### config.mk
export PLATFORM = sky130hd
export DESIGN_NAME = plcl_queue
export DESIGN_NICKNAME = d
export VERILOG_FILES = /design/src/rtl/plcl_pkg.sv /design/src/rtl/plcl_queue.sv
export SDC_FILE = /design/constraint.sdc
export NUM_CORES = 1
export LEC_CHECK = 0
export BUFFER_PORTS_ARGS = -buffer_cell sky130_fd_sc_hd__buf_2
export CAP_MARGIN = 20
export CORE_AREA = 4 4 164 118
export CTS_BUF_LIST = sky130_fd_sc_hd__clkbuf_4 sky130_fd_sc_hd__clkbuf_8
export DETAILED_ROUTE_END_ITERATION = 16
export DIE_AREA = 0 0 168 122
export HOLD_SLACK_MARGIN = 0.12
export PLACE_DENSITY = 0.6
export SYNTH_ARGS = -nofsm -noshare
export SYNTH_HDL_FRONTEND = slang
export SYNTH_SLANG_ARGS = --single-unit
### constraint.sdc
create_clock -name clk -period 7.5 [get_ports clk]
set_clock_uncertainty 0.1 [all_clocks]
set_input_delay 1.5 -clock clk [delete_from_list [all_inputs] [get_ports clk]]
set_output_delay 1.5 -clock clk [all_outputs]
set_load 0.01 [all_outputs]
### src/rtl/plcl_pkg.sv
`timescale 1ns / 1ps

package plcl_pkg;

  localparam int MAX_POINTS  = 4;
  localparam int PT_SLOTS    = 4;
  localparam int PT_IDX_W    = $clog2(PT_SLOTS);
  localparam int CNT_W       = 3;
  localparam int CFG_IDX_W   = 3;
  localparam int CFG_DATA_W  = 32;
  localparam int XY_W        = 16;
  localparam int QUEUE_DEPTH = 2;
  localparam int DIV_STEPS   = XY_W;

  // register indexes of the configuration port
  localparam logic [CFG_IDX_W-1:0] REG_POINT_COUNT = 3'd0;
  localparam logic [CFG_IDX_W-1:0] REG_POINT_0     = 3'd1;

  typedef struct packed {
    logic [CNT_W-1:0]                    count;
    logic [PT_SLOTS-1:0][CFG_DATA_W-1:0] pt;
  } plcl_cfg_t;

  // one classified query on its way to the back end
  typedef struct packed {
    logic                   bypass;
    logic signed [XY_W-1:0] byp_y;
    logic signed [XY_W-1:0] y0;
    logic [XY_W-1:0]        dx;
    logic [XY_W-1:0]        t;
    logic signed [XY_W:0]   dy;
  } plcl_item_t;

endpackage

### src/rtl/plcl_queue.sv
`timescale 1ns / 1ps

module plcl_queue import plcl_pkg::*; (
  input  logic       clk,
  input  logic       rst_n,
  input  logic       push,
  input  plcl_item_t push_item,
  input  logic       pop,
  output logic       not_empty,
  output logic       full,
  output plcl_item_t pop_item
);

  localparam int PTR_W = $clog2(QUEUE_DEPTH);
  localparam int CNT_QW = $clog2(QUEUE_DEPTH + 1);

  plcl_item_t        ent_r [QUEUE_DEPTH];
  logic [PTR_W-1:0]  wr_ptr_r, wr_ptr_nxt;
  logic [PTR_W-1:0]  rd_ptr_r, rd_ptr_nxt;
  logic [CNT_QW-1:0] cnt_r, cnt_nxt;
  logic              do_pop;

  assign not_empty = (cnt_r != '0);
  assign full      = (cnt_r == CNT_QW'(QUEUE_DEPTH));
  assign pop_item  = ent_r[rd_ptr_r];
  assign do_pop    = pop && not_empty;

  always_comb begin
    wr_ptr_nxt = wr_ptr_r;
    rd_ptr_nxt = rd_ptr_r;
    cnt_nxt    = cnt_r;
    if (push) begin
      wr_ptr_nxt = (wr_ptr_r == PTR_W'(QUEUE_DEPTH - 1)) ? '0 : wr_ptr_r + PTR_W'(1);
    end
    if (do_pop) begin
      rd_ptr_nxt = (rd_ptr_r == PTR_W'(QUEUE_DEPTH - 1)) ? '0 : rd_ptr_r + PTR_W'(1);
    end
    if (push && !do_pop) begin
      cnt_nxt = cnt_r + CNT_QW'(1);
    end else if (!push && do_pop) begin
      cnt_nxt = cnt_r - CNT_QW'(1);
    end
  end

  always_ff @(posedge clk) begin
    if (!rst_n) begin
      wr_ptr_r <= '0;
      rd_ptr_r <= '0;
      cnt_r    <= '0;
    end else begin
      wr_ptr_r <= wr_ptr_nxt;
      rd_ptr_r <= rd_ptr_nxt;
      cnt_r    <= cnt_nxt;
    end
  end

  always_ff @(posedge clk) begin
    if (push) begin
      ent_r[wr_ptr_r] <= push_item;
    end
  end

endmodule

==> impl_metrics.env, run 1 <==
export IMPL_status="complete, no violations"
export IMPL_grt_overflow_total=0
export IMPL_cts_buffers=17
export IMPL_power_density_nw_per_um2=298
export IMPL_period_minus_slack_ps=3650
export IMPL_wirelength_um=11600
export IMPL_core_area_um2=17800
export IMPL_min_path_type="reg -> reg"
export IMPL_gp_congestion=0.703
export IMPL_die_x_um=168
export IMPL_grt_pass1_wl_um=17400
export IMPL_clk_latency_ps=430
export IMPL_multi_input_area_um2=1050
export IMPL_seqCellArea_um2=5030
export IMPL_rsz0062_at_grt="false"
export IMPL_hold_buffers=0
export IMPL_max_freq_ghz=0.274
export IMPL_hold_viol=0
export IMPL_cp_slowest_cell="dfxtp_4"
export IMPL_fillers=1613
export IMPL_worst_slew_pin_slew_ps=1060
export IMPL_whs_ps=450
export IMPL_drc=0
export IMPL_vias=3142
export IMPL_ioPinCount=170
export IMPL_worstPathRequired_ps=5900
export IMPL_clk_pin_slew_ps=80
export IMPL_dr_pass1_iters=4
export IMPL_cts_num_sinks=169
export IMPL_path_max_fanout=43
export IMPL_worstSetupEndpointType="output port"
export IMPL_drive_gt1_frac=0.610
export IMPL_antenna_left=0
export IMPL_die_y_um=122
export IMPL_htree_levels=4
export IMPL_grt_pass1_vias=3357
export IMPL_cts_max_path_buffers=2
export IMPL_cts_tree="done"
export IMPL_grtUsageTotal=0.113
export IMPL_drtIter0Drc=141
export IMPL_synth_cell_types=16
export IMPL_ys_warnings_count=0
export IMPL_io_buffer_count=169
export IMPL_period_share=0.486
export IMPL_syn_area_per_cell_um2=22.1
export IMPL_syn_inst=277
export IMPL_die_area_um2=20500
export IMPL_ys_seq_area_frac=0.819
export IMPL_ctsResizeCount=0
export IMPL_slew_viol_final=0
export IMPL_place_hpwl_um=7470
export IMPL_vias_per_cell=4.43
export IMPL_postCtsSetupRepairBufs=0
export IMPL_path_class="reg -> out"
export IMPL_startpoint_type="register"
export IMPL_clock_root_buffer="clkbuf_8"
export IMPL_routedWlPerCell_um=16.3
export IMPL_max_slew_margin=0.292
export IMPL_drv_cap=0
export IMPL_tns_ps=0
export IMPL_layout_common_cells="buf_2 (169), edfxtp_1 (164), mux2_2 (82)"
export IMPL_final_setup_worst_slack_ps=3850
export IMPL_path_cells="buf_12 > mux2_2 > buf_2"
export IMPL_setup_viol=0
export IMPL_p_leak_nw=2.81
export IMPL_grt_max_degree=83
export IMPL_area_delta_synth_final_pct=24.7
export IMPL_antenna_found_initial=1
export IMPL_synth_area_um2=6130
export IMPL_ys_ff_latch=169
export IMPL_start_util=0.345
export IMPL_num_rows=41
export IMPL_finalNetCount=546
export IMPL_synth_nets=364
export IMPL_final_common_cell="buf_2"
export IMPL_vdd_ir_drop_worst_uv=177
export IMPL_cp_slowest_stage_delay_ps=710
export IMPL_arrival_ps=2050
export IMPL_dp_slack_ps=3690
export IMPL_rrSetupSlack_ps=5120
[layout make-up]
| class | instances | area share |
|---|---|---|
| multi-input combinational | 99 | 0.138 |
| tap | 236 | 0.0386 |
| clock inverter | 14 | 0.0193 |
| antenna | 1 | 0.000327 |
| sequential | 169 | 0.657 |
| clock buffer | 18 | 0.0316 |
| timing repair buffer | 172 | 0.115 |
[power by group]
| group | switching (mW) | total [mW] | internal, mW |
|---|---|---|---|
| clock network | 0.328 | 0.629 | 0.301 |
| logic | 0.234 | 0.499 | 0.266 |
| registers | 0.0519 | 1.15 | 1.10 |
| total | 0.614 | 2.28 | 1.66 |
[logic make-up (layout without fill, tap and decap cells)]
| group | after synthesis | in the layout | share of synthesized area |
|---|---|---|---|
| flops | 169 | 169 | 0.819 |
| buf+inv | 9 | 204 | 0.0106 |
| simple gates | 9 | 9 | 0.00918 |
| other cells | 0 | 1 | 0 |
| compound gates | 4 | 4 | 0.00408 |
| xor+xnor | 3 | 3 | 0.00428 |
| fa+ha+maj | 1 | 1 | 0.00204 |
| mux | 82 | 82 | 0.151 |
[final timing paths]
kind | cells past startpoint | start | endpoint
worst min register to register | 2 | cnt_r[1]$_SDFFE_PN0P_ | cnt_r[1]$_SDFFE_PN0P_
worst max register to register | 2 | wr_ptr_r$_SDFFE_PN0P_ | ent_r[0][12]$_DFFE_PP_
worst max-delay path | 3 | register | pop_item[52]
worst min-delay path | 2 | cnt_r[1]$_SDFFE_PN0P_ | cnt_r[1]$_SDFFE_PN0P_
[synthesized netlist by cell type (all sizes together)]
cell    number  area (um2)
a21boi       1        7.51
and2         4        25.0
buf          9        65.1
dfxtp        5         100
edfxtp     164        4920
ha           1        12.5
mux2        82         923
nor2b        3        18.8
o21a         1        7.51
o21ai        2        10.0
or2          1        6.26
or3          1        6.26
xnor2        2        17.5
xor2         1        8.76
[per-layer routing]
layer | part of all wire | vias up | GRT usage | wire, um
li1 | - | 1457 | - | -
met1 | 0.43 | 1557 | 0.137 | 4940
met2 | 0.47 | 115 | 0.179 | 5450
met3 | 0.089 | 11 | 0.0516 | 1030
met4 | 0.012 | 2 | 0.0395 | 135
met5 | 0.0011 | - | 0 | 13
[stage by stage]
stage	power [mW]	cells	utilization	instance area, um2
after floorplan	1.49	277	-	6130
after global placement	1.67	675	0.407	7240
after detailed placement	1.68	675	0.407	7240
after CTS	2.31	707	0.428	7630
after global routing	2.40	708	0.430	7650
final	2.28	709	0.430	7650
[flip-flops by register name, indices dropped and copies added (netlist names), named ones only]
signal and flops:
rd_ptr_r 1, cnt_r 2, ent_r 164, wr_ptr_r 1
[critical path, delay by kind of cell, from the launching register on]
kind | cells | cell delay (ps)
buffers and inverters | 2 | 460
DFF | 1 | 710
muxes | 1 | 400
Power figures use the tool's default switching activity.
==> run 2, diff against run 1 <==
==> constraint.sdc (replaced) <==
create_clock -name clk -period 3.5 [get_ports clk]
set_clock_uncertainty 0.1 [all_clocks]
set_input_delay 0.7 -clock clk [delete_from_list [all_inputs] [get_ports clk]]
set_output_delay 0.7 -clock clk [all_outputs]
set_load 0.01 [all_outputs]
==> run 2 against run 1 <==
  * Flip-flop and latch count is the same
  * Sequential power grew 110%
  * Setup slack lost 3200 ps
  * Critical endpoint is now pop_item[8]
==> impl_metrics.env, run 2 (synthesis gave the netlist of run 1 again) <==
export IMPL_antennaDiodeCount=0
export IMPL_path_buf_inv=2
export IMPL_period_minus_slack_ps=2860
export IMPL_pwr_share_clk=0.282
export IMPL_drc=0
export IMPL_path_cells="buf_12 > mux2_2 > buf_2"
export IMPL_die_x_um=168
export IMPL_cts_num_sinks=169
export IMPL_p_leak_nw=2.83
export IMPL_final_common_cell="buf_2"
export IMPL_die_y_um=122
export IMPL_drtIter0Drc=168
export IMPL_grtUsageTotal=0.118
export IMPL_dpl_instance_area_um2=7300
export IMPL_p_sw_frac=0.265
export IMPL_clk_latency_ps=430
export IMPL_cp_slowest_stage_delay_ps=750
export IMPL_max_slew_margin=0.507
export IMPL_layout_common_cells="buf_2 (169), edfxtp_1 (164), mux2_2 (82)"
export IMPL_ctsResizeCount=0
export IMPL_top_layer="met4"
export IMPL_comb_power_share=0.218
export IMPL_crit_cells=3
export IMPL_cts_max_path_buffers=2
export IMPL_cts_tree="done"
export IMPL_tns_ps=0
export IMPL_drv_cap=0
export IMPL_worst_slew_pin_slew_ps=738
export IMPL_r2r_start="wr_ptr_r$_SDFFE_PN0P_"
export IMPL_wl_met1_um=5510
export IMPL_worstPathRequired_ps=2700
export IMPL_wirelength_um=12000
export IMPL_path_class="reg -> out"
export IMPL_routedWlPerCell_um=17.0
export IMPL_hold_buffers=0
export IMPL_postLayoutCellArea_um2=7700
export IMPL_power_frac_seq=0.500
export IMPL_start_util=0.345
export IMPL_clock_root_buffer="clkbuf_8"
export IMPL_top_register="ent_r"
export IMPL_setup_viol=0
export IMPL_vias_per_cell=4.44
export IMPL_period_share=0.817
export IMPL_area_delta_synth_final_pct=25.5
export IMPL_grt_max_degree=50
export IMPL_grt_overflow_total=0
export IMPL_ioPinCount=170
export IMPL_fillers=1581
export IMPL_reg2reg_depth=2
export IMPL_htree_levels=4
export IMPL_hold_depth=1
export IMPL_vias=3142
export IMPL_startpoint_type="register"
export IMPL_postCtsSetupRepairBufs=0
export IMPL_cts_buffers=17
export IMPL_vdd_ir_drop_worst_uv=378
export IMPL_critPathTopFamily="flip-flops"
export IMPL_gp_congestion=0.740
export IMPL_finalNetCount=547
export IMPL_num_rows=41
export IMPL_die_area_um2=20500
export IMPL_core_area_um2=17800
export IMPL_slew_viol_final=0
export IMPL_switching_power_mw=1.31
export IMPL_grt_pass1_wl_um=18300
export IMPL_max_freq_ghz=0.350
export IMPL_reg_top3="ent_r x164, cnt_r x2"
export IMPL_rsz0062_at_grt="false"
export IMPL_antenna_left=0
export IMPL_fin_util=0.432
export IMPL_arrival_ps=2060
export IMPL_cp_slowest_cell="dfxtp_4"
export IMPL_drive_gt1_frac=0.608
export IMPL_wl_met3_um=1060
export IMPL_worstSetupEndpointType="output port"
export IMPL_place_hpwl_um=8050
export IMPL_largest_reg_flops=164
export IMPL_timing_rr_end="ent_r[1][69]$_DFFE_PP_"
export IMPL_min_path_type="in -> reg"
export IMPL_p_int_mw=3.63
export IMPL_status="complete, no violations"
export IMPL_rrSetupSlack_ps=1800
export IMPL_path_max_fanout=43
export IMPL_hold_viol=0
export IMPL_io_buffer_count=169
export IMPL_clk_pin_slew_ps=90
export IMPL_grt_pass1_vias=3400
export IMPL_crit_path_end="pop_item[8]"
export IMPL_antenna_found_initial=0
export IMPL_wl_met2_um=5390
export IMPL_dr_pass1_iters=4
export IMPL_power_density_nw_per_um2=642
[run 2: cell types whose count changed in the layout (fill, tap and decap cells not counted)]
cell	previous run	this run
buf_12	1	4
buf_4	2	0
bufinv_16	2	3
clkinv_1	2	3
clkinv_2	1	2
clkinv_4	3	1
clkinvlp_4	3	2
diode_2	1	0
inv_6	3	2
[run 2: metal layers]
metal / vias to the layer above / track usage
met5: - / 0
met4: 0 / 0.0350
met3: 6 / 0.0542
met2: 115 / 0.177
met1: 1565 / 0.155
li1: 1456 / -
[run 2: worst register-to-register path, stage by stage, from the launching register on]
cell and delay (ps):
dfxtp_1 400, and2_4 490, buf_12 350
[run 2: cell type report]
cell class                      count  area, um2  area share
Sequential cell                   169       5030       0.653
Multi-Input combinational cell     99       1050       0.137
Timing Repair Buffer              173        926       0.120
Tap cell                          236        295      0.0384
Clock buffer                       18        241      0.0314
Clock inverter                     13        153      0.0198
[run 2: worst min-delay path by stage]
stage | from | end
after detailed placement | cnt_r[1]$_SDFFE_PN0P_ | cnt_r[1]$_SDFFE_PN0P_
after floorplan | cnt_r[1]$_SDFFE_PN0P_ | cnt_r[1]$_SDFFE_PN0P_
after global routing | push_item[47] | ent_r[1][47]$_DFFE_PP_
after CTS | push_item[51] | ent_r[0][51]$_DFFE_PP_
final | push_item[11] | ent_r[1][11]$_DFFE_PP_
after global placement | cnt_r[1]$_SDFFE_PN0P_ | cnt_r[1]$_SDFFE_PN0P_
[run 2: power by group through the flow]
| stage | Clock [mW] | Combinational [mW] | Sequential (mW) |
|---|---|---|---|
| 2_1_floorplan | 0 | 0.768 | 2.43 |
| 3_3_place_gp | 0 | 1.08 | 2.52 |
| 3_5_place_dp | 0 | 1.09 | 2.53 |
| 4_1_cts | 1.44 | 1.10 | 2.48 |
| 5_1_grt | 1.54 | 1.17 | 2.50 |
| 6_report | 1.39 | 1.08 | 2.47 |
[run 2: metrics by stage]
step                power (mW)  hold slack (ps)  worst slack [ps]  instances
detailed placement        3.62              434              1060        677
global route              5.20              293               493        708
global placement          3.60              392              1070        677
finish                    4.94              346               640        708
floorplan                 3.20              374               102        277
CTS                       5.02              305               552        708
==> run 3, diff against run 2 <==
--- a/config.mk
+++ b/config.mk
@@ -12,7 +12,7 @@
 export DETAILED_ROUTE_END_ITERATION = 16
 export DIE_AREA = 0 0 168 122
 export HOLD_SLACK_MARGIN = 0.12
-export PLACE_DENSITY = 0.6
+export PLACE_DENSITY = 0.62
 export SYNTH_ARGS = -nofsm -noshare
 export SYNTH_HDL_FRONTEND = slang
 export SYNTH_SLANG_ARGS = --single-unit
==> constraint.sdc (replaced) <==
create_clock -name clk -period 2.4 [get_ports clk]
set_clock_uncertainty 0.1 [all_clocks]
set_input_delay 0.48 -clock clk [delete_from_list [all_inputs] [get_ports clk]]
set_output_delay 0.48 -clock clk [all_outputs]
set_load 0.01 [all_outputs]
==> run 3 against run 2 <==
  * Register-to-register slack worse by 1000 ps
  * Core utilization rose by 4.9 points
  * Hold slack got worse by 140 ps
  * Routed wire length up 1.9%
  * Largest cell class unchanged
  * Total power up 49%
  * Via count increased by 9.5%
  * Combinational power up 70%
  * Flip-flop and latch count unchanged
  * Non-clock buffer count grew 86
  * First-iteration DRC count is 7.1% higher
  * Sequential share of layout area fell by 6.6 points
  * Highest routed layer unchanged
==> impl_metrics.env, run 3 (synthesis gave the netlist of run 1 again) <==
export IMPL_drv_cap=0
export IMPL_cp_slowest_cell="dfxtp_4"
export IMPL_antenna_found_initial=0
export IMPL_path_max_fanout=33
export IMPL_hold_depth=2
export IMPL_cts_num_sinks=169
export IMPL_grt_pass1_vias=3830
export IMPL_worstSetupEndpointType="output port"
export IMPL_die_area_um2=20500
export IMPL_rsz0062_at_grt="false"
export IMPL_max_slew_margin=0.665
export IMPL_wl_met1_um=5030
export IMPL_finalNetCount=633
export IMPL_antennaDiodeCount=0
export IMPL_drtIter0Drc=180
export IMPL_status="complete, no violations"
export IMPL_grt_max_degree=83
export IMPL_path_cells="buf_12 > mux2_2 > buf_2"
export IMPL_io_buffer_count=169
export IMPL_clk_pin_slew_ps=80
export IMPL_wl_met3_um=881
export IMPL_drive_gt1_frac=0.526
export IMPL_gp_congestion=0.773
export IMPL_place_hpwl_um=7560
export IMPL_clk_latency_ps=440
export IMPL_r2r_start="cnt_r[0]$_SDFFE_PN0P_"
export IMPL_pwr_share_clk=0.272
export IMPL_comb_power_share=0.251
export IMPL_cts_max_path_buffers=2
export IMPL_max_freq_ghz=0.455
export IMPL_p_leak_nw=3.20
export IMPL_drc=0
export IMPL_ioPinCount=170
export IMPL_startpoint_type="register"
export IMPL_core_area_um2=17800
export IMPL_top_layer="met4"
export IMPL_cts_tree="done"
export IMPL_power_density_nw_per_um2=857
export IMPL_routedWlPerCell_um=15.4
export IMPL_path_class="reg -> out"
export IMPL_vias=3439
export IMPL_min_to="wr_ptr_r$_SDFFE_PN0P_"
export IMPL_arrival_ps=1620
export IMPL_grt_pass1_wl_um=19200
export IMPL_rrSetupSlack_ps=780
export IMPL_area_delta_synth_final_pct=39.7
export IMPL_tns_ps=0
export IMPL_clock_root_buffer="clkbuf_8"
export IMPL_num_rows=41
export IMPL_antenna_left=0
export IMPL_switching_power_mw=1.98
export IMPL_power_frac_seq=0.478
export IMPL_timing_rr_end="cnt_r[1]$_SDFFE_PN0P_"
export IMPL_hold_viol=0
export IMPL_wl_met2_um=6180
export IMPL_final_common_cell="buf_2"
export IMPL_htree_levels=4
export IMPL_top_register="ent_r"
export IMPL_vdd_ir_drop_worst_uv=469
export IMPL_period_share=0.916
export IMPL_setup_viol=0
export IMPL_reg_top3="ent_r x164, cnt_r x2"
export IMPL_grt_overflow_total=0
export IMPL_min_path_type="in -> reg"
export IMPL_worst_slew_pin_slew_ps=503
export IMPL_vias_per_cell=4.33
export IMPL_die_y_um=122
export IMPL_start_util=0.345
export IMPL_p_int_mw=5.36
export IMPL_period_minus_slack_ps=2200
export IMPL_slew_viol_final=0
export IMPL_layout_common_cells="buf_2 (169), edfxtp_1 (164), mux2_2 (82), dlygate4sd3_1 (82), clkbuf_8 (17)"
export IMPL_dr_pass1_iters=5
export IMPL_grtUsageTotal=0.123
export IMPL_wirelength_um=12300
export IMPL_dp_slack_ps=495
export IMPL_cts_buffers=17
export IMPL_reg2reg_depth=4
export IMPL_cp_slowest_stage_delay_ps=420
export IMPL_die_x_um=168
export IMPL_largest_reg_flops=164
export IMPL_p_sw_frac=0.270
export IMPL_min_from="rst_n"
export IMPL_final_setup_worst_slack_ps=200
export IMPL_worstPathRequired_ps=1820
-- run 3: how the worst max path moves through the flow --
stage,slack (ps),cells past startpoint,to
6_report,200,3,pop_item[79]
5_1_grt,100,3,pop_item[79]
4_1_cts,110,3,pop_item[79]
3_3_place_gp,500,3,pop_item[79]
2_1_floorplan,140,1,ent_r[0][0]$_DFFE_PP_
3_5_place_dp,500,3,pop_item[79]
-- run 3: what timing repair did --
action | 4_1_cts | 5_1_grt
gates resized for setup | 0 | 0
endpoints found under the hold margin | 164 | 0
endpoints found under the setup margin | 13 | 0
hold buffers | 82 | 0
buffers inserted | 2 | 0
-- run 3: final cells by class --
cell class / instances / area (um2)
fillers: 1485 / 9240
multi-input cells: 99 / 1050
clock inverters: 15 / 165
clock buffers: 17 / 234
repair buffers: 259 / 1790
well taps: 236 / 295
flip-flops and latches: 169 / 5030
-- run 3: power by group through the flow --
stage	combinational [mW]	clock, mW	sequential [mW]
3_5_place_dp	1.70	0	3.61
6_report	1.84	2.00	3.51
2_1_floorplan	1.12	0	3.54
4_1_cts	1.88	2.08	3.51
3_3_place_gp	1.67	0	3.60
5_1_grt	1.99	2.22	3.53
-- run 3: through the flow --
step / std cells / hold slack, ps / instance area (um2) / utilization / power, mW
global route: 795 / 157 / 8570 / 0.481 / 7.74
global placement: 679 / 388 / 7330 / 0.412 / 5.27
CTS: 795 / 155 / 8570 / 0.481 / 7.47
finish: 795 / 206 / 8570 / 0.481 / 7.34
floorplan: 277 / 374 / 6140 / - / 4.66
detailed placement: 679 / 436 / 7330 / 0.412 / 5.31
-- run 3: critical path, delay by kind of cell, from the launching register on --
| family | cells | cell delay [ps] |
|---|---|---|
| DFF | 1 | 420 |
| muxes | 1 | 390 |
| buffers and inverters | 2 | 370 |
-- run 3: layer usage --
| layer | GRT usage | up-vias |
|---|---|---|
| li1 | - | 1634 |
| met1 | 0.142 | 1669 |
| met2 | 0.208 | 121 |
| met3 | 0.0493 | 15 |
| met4 | 0.0497 | 0 |
| met5 | 0 | - |
